[src/hw/rtl/command_frame_csv_decimal_parser_core_defines.svh]
// Assertion macros for the command frame CSV decimal parser.
// Depends on signals named clock and reset in the including module.
`ifndef COMMAND_FRAME_CSV_DECIMAL_PARSER_CORE_DEFINES_SVH
`define COMMAND_FRAME_CSV_DECIMAL_PARSER_CORE_DEFINES_SVH

// Check that a condition implies another in the same cycle
`define CFCSV_ASSERT_SAME(label, ante, cons) \
   label: assert property (@(posedge clock) disable iff (reset) (ante) |-> (cons)) \
      else $error("cfcsv assertion failed");

// Check that a condition implies another in the following cycle
`define CFCSV_ASSERT_NEXT(label, ante, cons) \
   label: assert property (@(posedge clock) disable iff (reset) (ante) |=> (cons)) \
      else $error("cfcsv assertion failed");

`endif

[src/hw/rtl/cfcsv_pkg.sv]
// Shared types and constants for the command frame CSV decimal parser.
// No dependencies; used by cfcsv_token and the top level.
`default_nettype none

package cfcsv_pkg;

   localparam int BYTE_W     = 8;
   localparam int CODE_W     = 16;
   localparam int POS_W      = 17;
   localparam int VALUE_W    = 15;
   localparam int INDEX_W    = 8;
   localparam int CSR_IDX_W  = 2;

   // Frame layout
   localparam logic [POS_W-1:0] POS_CMD_HI      = 17'd0;
   localparam logic [POS_W-1:0] POS_CMD_LO      = 17'd1;
   localparam logic [POS_W-1:0] POS_LEN_HI      = 17'd2;
   localparam logic [POS_W-1:0] POS_LEN_LO      = 17'd3;
   localparam logic [POS_W-1:0] LAST_OFFSET     = 17'd6;

   // Characters
   localparam logic [BYTE_W-1:0] SEP_COMMA  = 8'h2C;
   localparam logic [BYTE_W-1:0] SEP_END    = 8'hDD;
   localparam logic [BYTE_W-1:0] CHR_NUL    = 8'h00;
   localparam logic [BYTE_W-1:0] CHR_SPACE  = 8'h20;
   localparam logic [BYTE_W-1:0] CHR_TAB    = 8'h09;
   localparam logic [BYTE_W-1:0] CHR_CR     = 8'h0D;
   localparam logic [BYTE_W-1:0] CHR_PLUS   = 8'h2B;
   localparam logic [BYTE_W-1:0] CHR_MINUS  = 8'h2D;
   localparam logic [BYTE_W-1:0] CHR_ZERO   = 8'h30;
   localparam logic [BYTE_W-1:0] CHR_NINE   = 8'h39;

   // Register reset values
   localparam logic [CODE_W-1:0] INIT_CODE_RESET  = 16'd1;
   localparam logic [CODE_W-1:0] FETCH_CODE_RESET = 16'd2;

   typedef enum logic [CSR_IDX_W-1:0] {
      CSR_INIT_CODE  = 2'd0,
      CSR_FETCH_CODE = 2'd1
   } csr_index_type;

   // Token scan phase: skipping blanks, in sign/digits, or number ended
   typedef enum logic [1:0] {
      TOK_LEAD = 2'd0,
      TOK_BODY = 2'd1,
      TOK_STOP = 2'd2
   } tok_phase_type;

   typedef struct packed {
      logic              clear;
      logic              push;
      logic [BYTE_W-1:0] ch;
   } tok_ctrl_type;

endpackage

`default_nettype wire

[src/hw/rtl/cfcsv_token.sv]
// Token accumulator: evaluates the decimal value of a token as its characters arrive.
// Depends on cfcsv_pkg.
`default_nettype none

module cfcsv_token #(
   parameter int TOKEN_CHARS = 4
) (
   input  wire                                 clock,
   input  wire                                 reset,
   input  wire  cfcsv_pkg::tok_ctrl_type        ctrl,
   output logic signed [cfcsv_pkg::VALUE_W-1:0] value
);

   localparam int LEN_W = $clog2(TOKEN_CHARS + 1);

   cfcsv_pkg::tok_phase_type       phase_ff, phase_in;
   logic                           neg_ff, neg_in;
   logic [cfcsv_pkg::VALUE_W-1:0]  acc_ff, acc_in;
   logic [LEN_W-1:0]               len_ff, len_in;

   logic                           take;
   logic                           is_blank, is_sign, is_digit;
   logic [cfcsv_pkg::VALUE_W-1:0]  digit;

   // Classify the incoming character
   always_comb begin
      take     = ctrl.push && (len_ff < LEN_W'(TOKEN_CHARS));
      is_blank = (ctrl.ch == cfcsv_pkg::CHR_SPACE) ||
                 ((ctrl.ch >= cfcsv_pkg::CHR_TAB) && (ctrl.ch <= cfcsv_pkg::CHR_CR));
      is_sign  = (ctrl.ch == cfcsv_pkg::CHR_PLUS) || (ctrl.ch == cfcsv_pkg::CHR_MINUS);
      is_digit = (ctrl.ch >= cfcsv_pkg::CHR_ZERO) && (ctrl.ch <= cfcsv_pkg::CHR_NINE);
      digit    = cfcsv_pkg::VALUE_W'(ctrl.ch - cfcsv_pkg::CHR_ZERO);
   end

   // Next scan phase
   always_comb begin
      phase_in = phase_ff;
      if (ctrl.clear) begin
         phase_in = cfcsv_pkg::TOK_LEAD;
      end else if (take) begin
         case (phase_ff)
            cfcsv_pkg::TOK_LEAD: begin
               if (is_sign || is_digit) begin
                  phase_in = cfcsv_pkg::TOK_BODY;
               end else if (!is_blank) begin
                  phase_in = cfcsv_pkg::TOK_STOP;
               end
            end
            cfcsv_pkg::TOK_BODY: begin
               if (!is_digit) begin
                  phase_in = cfcsv_pkg::TOK_STOP;
               end
            end
            default: phase_in = cfcsv_pkg::TOK_STOP;
         endcase
      end
   end

   // Sign, accumulator and kept length
   always_comb begin
      neg_in = neg_ff;
      acc_in = acc_ff;
      len_in = len_ff;
      if (ctrl.clear) begin
         neg_in = 1'b0;
         acc_in = '0;
         len_in = '0;
      end else if (take) begin
         len_in = len_ff + LEN_W'(1);
         case (phase_ff)
            cfcsv_pkg::TOK_LEAD: begin
               if (is_sign) begin
                  neg_in = (ctrl.ch == cfcsv_pkg::CHR_MINUS);
               end else if (is_digit) begin
                  acc_in = digit;
               end
            end
            cfcsv_pkg::TOK_BODY: begin
               if (is_digit) begin
                  acc_in = (acc_ff << 3) + (acc_ff << 1) + digit;
               end
            end
            default: acc_in = acc_ff;
         endcase
      end
   end

   always_ff @(posedge clock) begin
      if (reset) begin
         phase_ff <= cfcsv_pkg::TOK_LEAD;
         neg_ff   <= 1'b0;
         acc_ff   <= '0;
         len_ff   <= '0;
      end else begin
         phase_ff <= phase_in;
         neg_ff   <= neg_in;
         acc_ff   <= acc_in;
         len_ff   <= len_in;
      end
   end

   // Apply the sign, modulo the field width
   assign value = neg_ff ? -$signed(acc_ff) : $signed(acc_ff);

endmodule

`default_nettype wire

[src/hw/rtl/command_frame_csv_decimal_parser_core.sv]
// Top level of the command frame CSV decimal parser: frame decode, counters, result register.
// Depends on cfcsv_pkg, cfcsv_token and command_frame_csv_decimal_parser_core_defines.svh.
//
//   channel | direction | handshake           | payload
//   req     | in        | req_valid/req_ready | req_rx_byte, req_frame_start
//   rsp     | out       | rsp_valid/rsp_ready | value_valid, parsed_value, value_index, ack_valid
//   csr     | in        | csr_valid/csr_ready | csr_index, csr_data
//
// One byte is taken per cycle while req_ready is high; its result is registered and shown the following cycle.
// The result register is the only buffer: a new byte enters while the held result is taken.
// When a result is held and rsp_ready is low, req_ready drops until it is taken.
// Reset is synchronous; it restores the command codes and leaves the parser idle
// until a byte with frame_start arrives. csr_ready is always high.
`default_nettype none
`include "command_frame_csv_decimal_parser_core_defines.svh"

module command_frame_csv_decimal_parser_core #(
   parameter int MAX_VALUES  = 256,
   parameter int TOKEN_CHARS = 4
) (
   input  wire                                          clock,
   input  wire                                          reset,
   // Input transactions
   input  wire                                          req_valid,
   output logic                                         req_ready,
   input  wire  [cfcsv_pkg::BYTE_W-1:0]                 req_rx_byte,
   input  wire                                          req_frame_start,
   // Result transactions
   output logic                                         rsp_valid,
   input  wire                                          rsp_ready,
   output logic                                         rsp_value_valid,
   output logic signed [cfcsv_pkg::VALUE_W-1:0]         rsp_parsed_value,
   output logic [cfcsv_pkg::INDEX_W-1:0]                rsp_value_index,
   output logic                                         rsp_ack_valid,
   // Register writes
   input  wire                                          csr_valid,
   output logic                                         csr_ready,
   input  wire  [cfcsv_pkg::CSR_IDX_W-1:0]              csr_index,
   input  wire  [cfcsv_pkg::CODE_W-1:0]                 csr_data
);

   localparam int CNT_W = $clog2(MAX_VALUES + 1);

   // Command code registers
   logic [cfcsv_pkg::CODE_W-1:0]   init_code_ff, fetch_code_ff;

   // Frame state
   logic [cfcsv_pkg::POS_W-1:0]    pos_ff, pos_in, pos_cur;
   logic [cfcsv_pkg::BYTE_W-1:0]   cmd_hi_ff, cmd_hi_in;
   logic [cfcsv_pkg::CODE_W-1:0]   len_ff, len_in, len_cur;
   logic [CNT_W-1:0]               cnt_ff, cnt_in, cnt_cur;
   logic                           fin_ff, fin_in, fin_cur;

   // Result register
   logic                                 rsp_valid_ff, rsp_valid_in;
   logic                                 val_ff, ack_ff;
   logic signed [cfcsv_pkg::VALUE_W-1:0] value_ff;
   logic [cfcsv_pkg::INDEX_W-1:0]        index_ff;

   logic                           accept;
   logic                           payload, sep;
   logic                           res_val, res_ack;
   logic [cfcsv_pkg::INDEX_W-1:0]  res_idx;
   logic [cfcsv_pkg::CODE_W-1:0]   cmd_word;
   logic [CNT_W+cfcsv_pkg::INDEX_W-1:0] cnt_ext;
   logic [cfcsv_pkg::POS_W-1:0]    last_pos;

   cfcsv_pkg::tok_ctrl_type                tok_ctrl;
   logic signed [cfcsv_pkg::VALUE_W-1:0]   tok_value;

   assign req_ready = !rsp_valid_ff || rsp_ready;
   assign accept    = req_valid && req_ready;
   assign csr_ready = 1'b1;

   // Register writes
   always_ff @(posedge clock) begin
      if (reset) begin
         init_code_ff  <= cfcsv_pkg::INIT_CODE_RESET;
         fetch_code_ff <= cfcsv_pkg::FETCH_CODE_RESET;
      end else if (csr_valid) begin
         case (csr_index)
            cfcsv_pkg::CSR_INIT_CODE:  init_code_ff  <= csr_data;
            cfcsv_pkg::CSR_FETCH_CODE: fetch_code_ff <= csr_data;
            default: ;
         endcase
      end
   end

   // Decode the byte against the frame state; frame start clears the state first
   always_comb begin
      pos_cur   = req_frame_start ? '0 : pos_ff;
      len_cur   = req_frame_start ? '0 : len_ff;
      cnt_cur   = req_frame_start ? '0 : cnt_ff;
      fin_cur   = req_frame_start ? 1'b0 : fin_ff;
      cmd_hi_in = req_frame_start ? '0 : cmd_hi_ff;
      pos_in    = pos_cur;
      len_in    = len_cur;
      cnt_in    = cnt_cur;
      fin_in    = fin_cur;
      cmd_word  = {cmd_hi_ff, req_rx_byte};
      cnt_ext   = {{cfcsv_pkg::INDEX_W{1'b0}}, cnt_cur};
      last_pos  = {1'b0, len_cur} + cfcsv_pkg::LAST_OFFSET;
      sep       = (req_rx_byte == cfcsv_pkg::SEP_COMMA) || (req_rx_byte == cfcsv_pkg::SEP_END);
      payload   = 1'b0;
      res_val   = 1'b0;
      res_ack   = 1'b0;
      res_idx   = '0;
      if (!fin_cur) begin
         pos_in = pos_cur + 1'b1;
         if (pos_cur == cfcsv_pkg::POS_CMD_HI) begin
            cmd_hi_in = req_rx_byte;
         end else if (pos_cur == cfcsv_pkg::POS_CMD_LO) begin
            if (cmd_word == init_code_ff) begin
               res_ack = 1'b1;
               fin_in  = 1'b1;
            end else if (cmd_word != fetch_code_ff) begin
               fin_in  = 1'b1;
            end
         end else if (pos_cur == cfcsv_pkg::POS_LEN_HI) begin
            len_in[15:8] = req_rx_byte;
         end else if (pos_cur == cfcsv_pkg::POS_LEN_LO) begin
            len_in[7:0] = req_rx_byte;
         end else begin
            payload = 1'b1;
            if (sep) begin
               res_val = 1'b1;
               res_idx = cnt_ext[cfcsv_pkg::INDEX_W-1:0];
               cnt_in  = cnt_cur + 1'b1;
            end
            if ((pos_cur >= last_pos) || (cnt_in >= CNT_W'(MAX_VALUES))) begin
               res_ack = 1'b1;
               fin_in  = 1'b1;
            end
         end
      end
   end

   // Drive the token accumulator
   always_comb begin
      tok_ctrl.clear = accept && (req_frame_start || (payload && sep));
      tok_ctrl.push  = accept && payload && !sep && (req_rx_byte != cfcsv_pkg::CHR_NUL);
      tok_ctrl.ch    = req_rx_byte;
   end

   cfcsv_token #(
      .TOKEN_CHARS (TOKEN_CHARS)
   ) u_token (
      .clock (clock),
      .reset (reset),
      .ctrl  (tok_ctrl),
      .value (tok_value)
   );

   // Advance frame state on each accepted transaction
   always_ff @(posedge clock) begin
      if (reset) begin
         pos_ff    <= '0;
         cmd_hi_ff <= '0;
         len_ff    <= '0;
         cnt_ff    <= '0;
         fin_ff    <= 1'b1;
      end else if (accept) begin
         pos_ff    <= pos_in;
         cmd_hi_ff <= cmd_hi_in;
         len_ff    <= len_in;
         cnt_ff    <= cnt_in;
         fin_ff    <= fin_in;
      end
   end

   // Hold the result until taken
   always_comb begin
      rsp_valid_in = rsp_valid_ff;
      if (accept) begin
         rsp_valid_in = res_val || res_ack;
      end else if (rsp_ready) begin
         rsp_valid_in = 1'b0;
      end
   end

   always_ff @(posedge clock) begin
      if (reset) begin
         rsp_valid_ff <= 1'b0;
      end else begin
         rsp_valid_ff <= rsp_valid_in;
      end
   end

   always_ff @(posedge clock) begin
      if (accept) begin
         val_ff   <= res_val;
         ack_ff   <= res_ack;
         value_ff <= res_val ? tok_value : '0;
         index_ff <= res_idx;
      end
   end

   assign rsp_valid        = rsp_valid_ff;
   assign rsp_value_valid  = val_ff;
   assign rsp_parsed_value = value_ff;
   assign rsp_value_index  = index_ff;
   assign rsp_ack_valid    = ack_ff;

   // A held result always carries a value or an acknowledge
   `CFCSV_ASSERT_SAME(a_result_not_empty, rsp_valid_ff, val_ff || ack_ff)
   // An acknowledge finishes the frame
   `CFCSV_ASSERT_NEXT(a_ack_finishes, accept && res_ack, fin_ff)
   // An open frame never holds a full value table
   `CFCSV_ASSERT_SAME(a_count_bound, !fin_ff, cnt_ff < CNT_W'(MAX_VALUES))

endmodule

`default_nettype wire
[config.mk]
export PLATFORM = sky130hd
export DESIGN_NAME = command_frame_csv_decimal_parser_core
export DESIGN_NICKNAME = d
export VERILOG_FILES = /design/src/hw/rtl/cfcsv_pkg.sv /design/src/hw/rtl/cfcsv_token.sv /design/src/hw/rtl/command_frame_csv_decimal_parser_core.sv
export VERILOG_INCLUDE_DIRS = /design/src /design/src/hw/rtl
export SDC_FILE = /design/constraint.sdc
export NUM_CORES = 1
export LEC_CHECK = 0
export BUFFER_PORTS_ARGS = -buffer_cell sky130_fd_sc_hd__buf_4
export CORE_UTILIZATION = 55
export DETAILED_ROUTE_END_ITERATION = 16
export PLACE_DENSITY = 0.81
export SYNTH_ARGS = -nofsm -noshare
export SYNTH_HDL_FRONTEND = slang
export SYNTH_SLANG_ARGS = --single-unit
[constraint.sdc]
create_clock -name clock -period 4.94 [get_ports clock]
set_clock_uncertainty 0.05 [all_clocks]
set_input_delay 0 -clock clock [delete_from_list [all_inputs] [get_ports clock]]
set_output_delay 0 -clock clock [all_outputs]
set_load 0.02 [all_outputs]
==> reports/metrics.yaml <==
cpMostUsedCell: "ha_1"
end_kind: "register"
layout_common_cells: "nand2_1 (124), dfxtp_1 (105), nor2_1 (74)"
io_buffers: 58
cts_tree: "yes"
min_period_over_period: 0.704
layout.cells.non_filler: 1160
status: "completed"
core_um2: 14000
synth_cells: 903
die_height_um: 122
slew_headroom: 0.338
synth_nets: 990
die-area_um2: 15000
cts_sinks: 130
peakVddDrop_v: 0.000261
gp_congestion: 0.894
async_reset_ff_frac: 0
fin_tns_setup_ps: 0
ys_seq_area_frac: 0.357
powerDensity_nw_per_um2: 292
grt_pass1_wl_mm: 30.9
worstMarginPinSlew_ps: 989
avgSynthCellArea_um2: 8.84
vias_per_cell: 5.80
clk_pin_slew_ps: 60
nets: 1054
ctsResizeCount: 0
htreeDepth: 4
die_width_um: 122
routed_wl_mm: 18.9
fmax_mhz: 287
maxCapViolations: 0
synth-seq-cells: 130
required_ps: 5210
synth-edff-count: 25
crit_type: "primary input to register"
initial_core_util: 0.568
nFillCells: 1104
start_kind: "primary input"
antenna_cells: 0
io_pins: 60
rsz0062_at_grt: "no"
cts_buffer_depth: 2
post_cts_buffers: 0
clk_latency_ps: 430
routedWlPerCell_um: 16.3
final-setup-viol-count: 0
slowest_delay_ps: 540
drt-initial-drc-count: 454
hold_class: "primary input to register"
crit_fanout: 12
drc_errors: 0
synth_area_um2: 7980
synth_cell_types: 74
grt_antenna_before_repair: 0
grt_use_total: 0.264
maxSlewViolCount: 0
leakagePower_nw: 3.88
gr-total-overflow: 0
arrival_ps: 3750
synth_flop_cell: "dfxtp_1"
synth_warnings: 0
hold_viol_final: 0
cts_buffers: 17
grt_pass1_vias: 6311
drive_gt1_frac: 0.114
post-place-cells: 1104
drt_first_pass_iters: 5
row_count: 43
grt_max_degree: 67
ant_nets: 0
cp_cell_sequence: "dlygate4sd3_1 > buf_4 > ha_1 > or3_1 > inv_1 > fa_1 > ha_1 > a21o_1 > a31o_2 > a31oi_1 > nand4b_1 > nand4_1 > o211a_1"
cts_root_buf: "clkbuf_16"
period_minus_slack_ps: 3480
vias: 6729
crit_slowest_cell: "dlygate4sd3_1"
layout_commonest_cell: "nand2_1"
area_growth_pct: 17.6
dp_hpwl_mm: 13.0
-- worst max-delay path: cells and delay by family --
family	cells	cell delay, ps
simple gates	3	680
fa+ha+maj	3	1140
compound gates	4	870
buf+inv	3	1050
-- synthesized netlist by cell type, types with 10 or more instances --
library cell  instances  area (µm²)
nor3_1               13        65.1
a21oi_1              65         325
a22o_1               24         210
dfxtp_1             105        2100
nand4_1              16         100
nand2b_1             20         125
inv_1                32         120
nor2b_1              22         138
mux2i_1              10         100
nand2_1             124         465
xor2_1               59         517
nor2_1               74         278
clkbuf_1             31         116
xnor2_1              33         289
edfxtp_1             25         751
o21ai_0              26         130
a211oi_1             13        97.6
ha_1                 43         538
nor4_1               14        87.6
fa_1                 12         240
nand3_1              13        65.1
-- per-layer routing --
| metal | wire length [µm] | GRT usage |
|---|---|---|
| met5 | 0 | 0 |
| met4 | 226 | 0.0831 |
| met3 | 879 | 0.0530 |
| met2 | 8760 | 0.419 |
| met1 | 9010 | 0.359 |
-- logic make-up (layout without fill, tap and decap cells) --
group	count (synthesis)	after routing	share of synthesized area
simple gates	352	352	0.227
compound gates	190	190	0.166
flops	130	130	0.357
xor+xnor	92	92	0.101
buf+inv	73	150	0.0375
fa+ha+maj	55	55	0.0975
mux	10	10	0.0125
other cells	1	1	0.000470
-- final timing paths --
kind / from / endpoint / slack [ps] / cells past startpoint
worst max-delay path: req_rx_byte[4] / u_token.acc_ff[14] / 1460 / 13
worst min-delay path: csr_index[1] / init_code_ff[4] / 20 / 5
worst max register to register: pos_ff[0] / u_token.acc_ff[10] / 1460 / 8
worst min register to register: fetch_code_ff[8] / fetch_code_ff[8] / 410 / 2
-- area by class of cell --
type | count | area [µm²] | share of cell area
Sequential cell | 130 | 2850 | 0.304
Timing Repair Buffer | 86 | 706 | 0.0752
Clock inverter | 7 | 144 | 0.0153
Tap cell | 180 | 225 | 0.0240
Inverter | 32 | 120 | 0.0128
Clock buffer | 25 | 505 | 0.0539
Multi-Input combinational cell | 700 | 4830 | 0.515
-- metrics by stage --
stage               setup slack, ps  power, mW  hold slack (ps)  cell area (µm²)   util
floorplan                      1510       1.29             71.1             7980      -
global placement               1680       1.36              171             8490  0.605
detailed placement             1540       1.37              174             8490  0.605
CTS                            1520       2.75             15.9             9380  0.668
global route                   1300       2.82             51.4             9380  0.668
finish                         1460       2.74             22.6             9380  0.668
-- report_power, final --
part | switching, mW | total (mW) | internal, mW | leakage [nW]
Sequential | 0.0172 | 1.12 | 1.10 | 1.11
Clock | 0.460 | 1.37 | 0.914 | 0.318
Combinational | 0.148 | 0.244 | 0.0964 | 2.45
Total | 0.625 | 2.74 | 2.11 | 3.88
-- timing repair --
| item | 4_1_cts | 5_1_grt |
|---|---|---|
| hold buffers | 24 | 0 |
| endpoints found under the setup margin | 0 | 0 |
| endpoints found under the hold margin | 59 | 0 |
-- flip-flops by register name, summed over array words and instances (netlist names), 9 cells and up --
signal	cells
pos_ff	17
cnt_ff	9
fetch_code_ff	16
len_ff	16
rsp_parsed_value	15
init_code_ff	16
u_token.acc_ff	15
(Power assumes the default switching activity.)
